$ cat src/hdl/m3inv_pkg.sv
// ----------------------------------------------------------------------------
// m3inv_pkg
// Widths, cofactor tables and the queue entry type of the 3x3 inverse block.
// ----------------------------------------------------------------------------
package m3inv_pkg;

  localparam int unsigned FRAC_BITS = 16;
  localparam int unsigned INT_BITS  = 8;
  localparam int unsigned EW   = INT_BITS + FRAC_BITS;     // element width
  localparam int unsigned PW   = 2 * EW;                   // product of two elements
  localparam int unsigned CW   = 2 * EW + 1;               // cofactor width
  localparam int unsigned CLO  = EW + 1;                   // low slice of a cofactor
  localparam int unsigned LOW  = EW + CLO + 1;             // element times low slice
  localparam int unsigned DW   = 3 * EW + 2;               // exact determinant width
  localparam int unsigned DETW = 3 * INT_BITS + FRAC_BITS + 1;
  localparam int unsigned XW   = DW + EW;                  // divider remainder width
  localparam int unsigned NS   = EW + 1;                   // divider steps
  localparam int unsigned NEL  = 9;

  localparam int unsigned QDEPTH = 4;
  localparam int unsigned QAW    = $clog2(QDEPTH);

  // Cofactor k is m[A0]*m[A1] - m[B0]*m[B1], elements numbered row*3+column.
  localparam int unsigned COF_A0 [NEL] = '{4, 2, 1, 5, 0, 2, 3, 1, 0};
  localparam int unsigned COF_A1 [NEL] = '{8, 7, 5, 6, 8, 3, 7, 6, 4};
  localparam int unsigned COF_B0 [NEL] = '{5, 1, 2, 3, 2, 0, 4, 0, 1};
  localparam int unsigned COF_B1 [NEL] = '{7, 8, 4, 8, 6, 5, 6, 7, 3};

  typedef struct packed {
    logic [NEL-1:0][CW-1:0] cof;
    logic [DW-1:0]          det;
    logic                   sing;
  } entry_t;

endpackage

$ cat src/hdl/m3inv_queue.sv
// ----------------------------------------------------------------------------
// m3inv_queue
// Short queue of classified matrices between the front and the back.
// ----------------------------------------------------------------------------
module m3inv_queue import m3inv_pkg::*; (
  input  logic   clk_i,
  input  logic   rst_ni,
  input  logic   push_i,
  input  entry_t entry_i,
  output logic   full_o,
  input  logic   pop_i,
  output logic   valid_o,
  output entry_t entry_o
);

  entry_t           mem_q [QDEPTH];
  logic [QAW-1:0]   wptr_q, rptr_q;
  logic [QAW:0]     cnt_q;
  logic             do_pop;

  always_comb begin
    full_o  = (cnt_q == (QAW+1)'(QDEPTH));
    valid_o = (cnt_q != '0);
    entry_o = mem_q[rptr_q];
    do_pop  = pop_i && valid_o;
  end

  always_ff @(posedge clk_i or negedge rst_ni) begin
    if (!rst_ni) begin
      wptr_q <= '0;
      rptr_q <= '0;
      cnt_q  <= '0;
    end else begin
      if (push_i) wptr_q <= wptr_q + 1'b1;
      if (do_pop) rptr_q <= rptr_q + 1'b1;
      cnt_q <= cnt_q + (QAW+1)'(push_i) - (QAW+1)'(do_pop);
    end
  end

  always_ff @(posedge clk_i) begin
    if (push_i) mem_q[wptr_q] <= entry_i;
  end

endmodule

$ cat config.mk
export PLATFORM = sky130hd
export DESIGN_NAME = m3inv_queue
export DESIGN_NICKNAME = d
export VERILOG_FILES = /design/src/hdl/m3inv_pkg.sv /design/src/hdl/m3inv_queue.sv
export SDC_FILE = /design/constraint.sdc
export NUM_CORES = 1
export LEC_CHECK = 0
export ABC_AREA = 1
export BUFFER_PORTS_ARGS = -buffer_cell sky130_fd_sc_hd__buf_2
export CAP_MARGIN = 20
export CELL_PAD_IN_SITES_DETAIL_PLACEMENT = 0
export CELL_PAD_IN_SITES_GLOBAL_PLACEMENT = 2
export CORE_MARGIN = 2
export CORE_UTILIZATION = 35
export CTS_CLUSTER_SIZE = 20
export DETAILED_ROUTE_END_ITERATION = 12
export GPL_TIMING_DRIVEN = 0
export PLACE_DENSITY = 0.79
export SLEW_MARGIN = 0
export SYNTH_ARGS = -nofsm -noshare
export SYNTH_HDL_FRONTEND = slang
export SYNTH_SLANG_ARGS = --single-unit
$ cat constraint.sdc
create_clock -name clk_i -period 16.89 [get_ports clk_i]
set_input_delay 1.689 -clock clk_i [delete_from_list [all_inputs] [get_ports clk_i]]
set_output_delay 1.689 -clock clk_i [all_outputs]
set_load 0.02 [all_outputs]
# Word-level counts from Yosys, hierarchy flattened
# Memory sizes are Yosys's and may differ from the RTL's.
# Index checks and enable logic that the tools add are counted.
# word_totals
elab_cells	13
ff_bits	7
out_inout_bits	518
in_bits	520
memories	1
mem_bits_rw	2064
# mem_list
name	depth	width	read_ports	rd_clocked_by_memory_dff	wr	line_no	source
mem_q	4	516	1	0	1	m3inv_queue.sv:16	entry_t mem_q [QDEPTH];
# classes
mux	2
reduce_logical	2
n_addsub	4
n_eq_ne	1
# ops
cell	n
2-bit by 1-bit adder with 2-bit output, second input constant	2
3-bit by 1-bit adder with 3-bit output	1
3-bit equality test, second input constant	1
3-bit nonzero test	1
3-bit by 1-bit subtractor with 3-bit output	1
1-bit 2-to-1 mux	2
1-bit logical AND	1

# Logic depth before layout (Yosys ltp)
# Gate-level depths: netlist of run 1.
# depth
depth_word	3
depth_mapped	11
ltp_nobuf	11

# Least setup slack after synthesis of run 1
# OpenSTA, ideal clock, no wires.
# synth_path
kind	input to register
startpoint	input push_i
endpoint	memory mem_q[0][0] (netlist name) (enable)
arrival_time_ns	11.940
path_buffers	1
path_slack_ns	4.085
t_required_ns	16.026
cell_stages	3
setup_ns	0.864
cell_sequence	clkbuf_1 > nand2_1 > inv_1
# synth_between
elab_chain_len	2
# synth_lines
item	line_no	source
from (decl)	m3inv_queue.sv:8	input logic push_i,
1-bit 2-to-1 mux	m3inv_queue.sv:41	if (push_i) mem_q[wptr_q] <= entry_i;
1-bit 2-to-1 mux (implied by the code)	m3inv_queue.sv:41	
to (decl)	m3inv_queue.sv:16	
# Every way passes these cells.

==> results of run 1 <==
-- power by group through the flow --
| stage | clock network [mW] | logic [mW] | registers (mW) |
|---|---|---|---|
| CTS | 4.97 | 7.91 | 6.88 |
| finish | 4.86 | 7.75 | 6.88 |
| floorplan | 0 | 4.37 | 7.49 |
| global placement | 0 | 7.73 | 8.06 |
| detailed placement | 0 | 7.88 | 6.99 |
| global route | 5.17 | 8.42 | 6.95 |
-- worst max path at each step --
stage                          from            end
final                     rptr_q[0]   entry_o[413]
after CTS                 rptr_q[0]   entry_o[413]
after floorplan              push_i    mem_q[0][0]
after global routing      rptr_q[0]   entry_o[408]
after detailed placement  rptr_q[0]   entry_o[413]
after global placement       push_i  mem_q[0][334]
-- routing by layer --
metal	global-route usage, %	vias up
met4	6.89	124
met1	25.4	25200
met3	7.58	526
li1	-	25000
met5	0	-
met2	34.2	1716
-- cell type report --
type	instances	area [µm²]
Timing Repair Buffer	1070	5980
Tap cell	3026	3790
Sequential cell	2071	62200
Inverter	531	2020
Fill cell	21400	132000
Clock buffer	253	5650
Antenna cell	63	158
Multi-Input combinational cell	3643	15100
Buffer	344	1980
Clock inverter	149	1630
-- cells by family (layout without fill, tap and decap cells) --
| family | count (synthesis) | in the layout |
|---|---|---|
| simple gates | 2600 | 2600 |
| buf+inv | 875 | 2347 |
| other cells | 0 | 63 |
| fa+ha+maj | 7 | 7 |
| xor+xnor | 3 | 3 |
| flops | 2071 | 2071 |
| compound gates | 1033 | 1033 |
-- stage by stage --
stage | power, mW | instances | util (%) | area, µm²
after floorplan | 11.9 | 6589 | - | 81200
after global placement | 15.8 | 10700 | 39.1 | 90200
after detailed placement | 14.9 | 10700 | 39.5 | 91000
after CTS | 19.8 | 11100 | 42.6 | 98200
after global routing | 20.5 | 11100 | 42.7 | 98300
final | 19.5 | 11200 | 42.7 | 98400
-- registers in the layout (all words and copies together) (netlist names) --
name / cells
mem_q: 2064
wptr_q: 2
rptr_q: 2
cnt_q: 3
-- tightest hold or removal path, stage by stage, from the launching register on --
cell and delay, ns:
dfrtp_1 0.36, nand2_1 0.06, nand2_1 0.04
-- placed cells by master, fill, tap and decap left out, types with 3 or more instances in the layout --
cell type / n
buf_1: 29
buf_16: 24
buf_2: 1085
buf_4: 49
buf_6: 53
buf_8: 13
bufinv_16: 29
clkbuf_1: 191
clkbuf_16: 221
clkinv_1: 59
clkinv_16: 4
clkinv_2: 34
clkinv_4: 3
clkinv_8: 5
clkinvlp_4: 4
dfrtp_1: 7
diode_2: 63
edfxtp_1: 2064
ha_1: 6
inv_1: 525
inv_6: 10
inv_8: 4
nand2_1: 1564
nor2_1: 1033
o21ai_0: 530
o21ai_1: 503
==> metrics, run 1 <==
status=complete, no violations; GPL Wtd Cong=between 0.8 and 0.9; Routed WL per cell=22.7 µm; drt pass-1 iters=5; Synth area leaders=edfxtp_1 76%, nand2_1 7.2%, nor2_1 4.8%; root buffer cell=clkbuf_16; peak per-stage delay on the critical path=0.55 ns; Yosys top cell area share=76.3%; Final min period=5.59 ns; capturing point of the worst reg2reg path=mem_q[1][216]; met2 wire length=around 120000 µm; Congestion Overflow GR=0; ys flop type=edfxtp_1; Synth Cell Area=81200 µm²; post-synthesis register bit count=2071; actual slew at the worst max-slew pin=1.11 ns; Die Y=486 µm; simple-gate share of the synthesized area=12.0%; hold depth=2; fmax=179 MHz; Top Ports=1038; Sw Share=40.8%; DP Worst Slack=11.85 ns; Worst-path clk slew=about 0.060 ns; Synth area leader=edfxtp_1; Final TNS setup=0 ns; CP top delay family=buffers and inverters; RSZ-0062 raised after global routing=false; ys async rst share=less than 1%; top layer in use=met5; worst r2r src=wptr_q[1]; Via Count=approximately 53000; CP endpoint kind=output pin; CTS Buf Count=220; CP Data Required Time=15.20 ns; final setup margin=11.30 ns; HP Start=rptr_q[1]; largest net degree at the start of global routing=103; Post-synth EDFFs=between 2000 and 2500; Clock Path Buffers=3; Post-DP HPWL=170000 µm; worst vdd ir=119 µV; critical path depth=8; PwrDens=198 nW/µm²; post-synthesis sequential area ratio=76.6%; Metal-1 WL=101000 µm; syn_nets=a little over 7000; layout cells sized above 1=19.1%; Final Hold Vio Count=0; YS warnings=0; Worst-Skew Late Latency=slightly below 0.9 ns; Core Rows=176; synth unique cells=20; Synth Area in XOR/XNOR=less than 1%; skew final=0.0560 ns; DRC viols=0; final setup violation count=0; max-slew violation count=0; Post-synth top cells=2064 x edfxtp_1, 1564 x nand2_1, 1033 x nor2_1; Max-Cap Viols=0; CP Launch Type=register; largest family of logic cells by synthesized area=simple AND/OR/NAND/NOR gates; CP Buf/Inv Count=6; CTS tree=built; R2R cell count=7; CTS H-tree lvls=4; Cells after Synth=6589; Core Region=between 200000 and 250000 µm²; Die ar.=236000 µm²; worst-path maximum fanout=10; Compound-Gate Fraction of Synth Area=6.37%; Pleak=38.8 nW; Die X=~490 µm; first-pass GRT wire length=357000 µm; worst min-delay path category=register to register; Seq pwr share=about a third; post-synthesis adder-cell area fraction=0.117%; arrival time worst endpoint=3.91 ns; Critical-path top delay cell=clkbuf_1; wire length on met3=23400 µm; CTS Hold Bufs=0; sw power=7.95 mW; antenna violations before repair=175; Synth Area per Inst=12.3 µm²; Final Net Count=8408; count leader, synth=edfxtp_1; CTS resizes=0; Starting Density=35.2%; worst rel slew slack=26.0%; Final ANT Viol Nets=0; drt first-iter violations=3470; Routed WL=about 250000 µm; Total GRT Usage=20.9%; hold_ws=between 0.4 and 0.5 ns; Clock Power Share=24.9%; period utilisation layout=33.1%; Worst Hold End=rptr_q[1]; Post-CTS Repair Setup Buffers=0; cell-internal power=11.6 mW; flop2flop setup slack=14.08 ns; number of global-route vias before repair=between 50000 and 60000; Clock Sink Count=2071; combinational share of power=39.8%; IO Port Bufs=1037; mux cell area share after synthesis=0%; Synth-to-Final Area Change=21.2%; vias per std cell=4.72; CP Cell Sequence=inv_2, buf_2, clkbuf_1, buf_8, clkbuf_1, o21ai_0, nand2_1, buf_2; critical path class=register to output pin
Power figures use the tool's default switching activity.
==> run 2, diff against run 1 <==
==> constraint.sdc (replaced) <==
create_clock -name clk_i -period 5.2 [get_ports clk_i]
set_input_delay 0.52 -clock clk_i [delete_from_list [all_inputs] [get_ports clk_i]]
set_output_delay 0.52 -clock clk_i [all_outputs]
set_load 0.02 [all_outputs]
==> metrics, run 2 (synthesized netlist as in run 1, its figures left out) <==
IO Port Bufs=1037; Biggest register=mem_q; Pleak=between 40 and 50 nW; CP top delay family=buffers and inverters; Total GRT Usage=21.2%; Core Region=approximately 230000 µm²; Final ANT Viol Nets=0; worst min-delay path category=input pin to async pin; Congestion Overflow GR=0; final core utilization=45.2%; worst-path maximum fanout=11; CTS Hold Bufs=519; antenna violations before repair=72; Starting Density=about a third; CTS H-tree lvls=4; CP Buf/Inv Count=5; Final TNS setup=0 ns; Placed Area=91900 µm²; first-pass GRT wire length=about 370000 µm; CTS tree=built; vias per std cell=4.69; Clock Path Buffers=3; period utilisation layout=88.3%; Clock Sink Count=a little over 2000; CP endpoint kind=output pin; CP Launch Type=register; most common cell after layout, fill and taps aside=edfxtp_1; Die Y=about 490 µm; DP Worst Slack=1.33 ns; # fillers=between 20000 and 25000; worst rel slew slack=a little under a quarter; Final Hold Vio Count=0; peak per-stage delay on the critical path=approximately 0.91 ns; Worst-path clk slew=approximately 0.060 ns; max reg flops=2064; critical path class=register to output pin; Reg area=62200 µm²; biggest regs=mem_q x2064, cnt_q x3; hold_ws=0.126 ns; GPL Wtd Cong=0.815; Synth-to-Final Area Change=28.1%; CTS resizes=0; root buffer cell=clkbuf_16; largest net degree at the start of global routing=34; most frequent cells in the layout=2064 x edfxtp_1, 1560 x nand2_1, 1085 x buf_2; Via Count=54900; multi-input logic area=15100 µm²; Routed WL per cell=22.0 µm; final setup margin=0.610 ns; number of global-route vias before repair=53800; status=complete, no violations; drt first-iter violations=3819; Critical-path top delay cell=clkbuf_1; Final Net Count=8978; drt pass-1 iters=7; fmax=~220 MHz; Post-CTS Repair Setup Buffers=0; arrival time worst endpoint=4.07 ns; max-slew violation count=0; actual slew at the worst max-slew pin=1.15 ns; final setup violation count=0; PwrDens=609 nW/µm²; DRC viols=0; skew final=0.0281 ns; Core Rows=176; Die X=486 µm; worst vdd ir=~410 µV; CTS Buf Count=218; Post-DP HPWL=180000 µm; CP Data Required Time=around 4.7 ns; RSZ-0062 raised after global routing=false; Top Ports=~1000; Die ar.=236000 µm²; layout cells sized above 1=18.2%; Final min period=4.59 ns; Routed WL=between 200000 and 300000 µm; final non-filler cell area=104000 µm²; Max-Cap Viols=0; CP Cell Sequence=inv_2, buf_2, clkbuf_1, clkbuf_1, nand2_1, nand2_1, buf_2; Worst-Skew Late Latency=0.86 ns
==> run 2: changes by cell type in the layout (fill, tap and decap cells not counted), moves of 5 or more <==
cell           previous run  this run
clkinv_2                 34        27
dlygate4sd3_1             0       519
clkinv_1                 59        45
clkbuf_1                191       224
diode_2                  63        47
buf_12                    0        73
bufinv_16                29        14
buf_16                   24         5
clkinv_8                  5         0
==> run 2: metal layers <==
metal	global-route usage, %	share of wire [%]	up-vias	wire (µm)
met5	0	0.12	-	310
met4	6.28	3.1	50	7880
met3	5.93	7.7	414	19900
met2	35.9	48	1745	125000
met1	26.5	41	26600	105000
li1	-	-	26100	-
==> run 2: final timing paths <==
path | startpoint | end | slack, ns | depth (start not counted)
worst max-delay path | rptr_q[1] | entry_o[300] | 0.61 | 7
worst min-delay path | rst_ni | rptr_q[1] | 0.13 | 2
worst max register to register | wptr_q[1] | mem_q[1][212] | 2.02 | 11
worst min register to register | rptr_q[1] | rptr_q[1] | 0.49 | 2
max in group asynchronous | rst_ni | wptr_q[1] | 4.90 | 2
min in group clk_i | entry_i[355] | mem_q[2][355] | 0.41 | 2
==> run 2: layout make-up <==
type,count,area share [%]
multi-input cells,3643,14.5
clock inverters,103,0.927
plain buffers,344,1.93
well taps,3026,3.64
flip-flops and latches,2071,59.7
clock buffers,288,5.60
repair buffers,1642,11.6
diodes,47,0.113
inverters,531,1.93
==> run 2: power by group <==
group / switching (mW) / internal (mW) / total (mW)
sequential: 0.560 / 21.7 / 22.3
combinational: 19.0 / 7.15 / 26.1
clock: 6.37 / 8.52 / 14.9
==> run 2: worst reg2reg max path: cells and delay by family, from the launching register on <==
family / cells / cell delay (ns)
fa+ha+maj: 1 / 0.16
buf+inv: 9 / 2.21
simple gates: 1 / 0.07
flops: 1 / 0.40
==> run 2: metrics by stage <==
stage,std cells,power [mW]
after CTS,11600,64.1
after global routing,11700,66.7
after detailed placement,10700,48.8
after floorplan,6589,37.9
after global placement,10700,47.4
final,11700,63.3
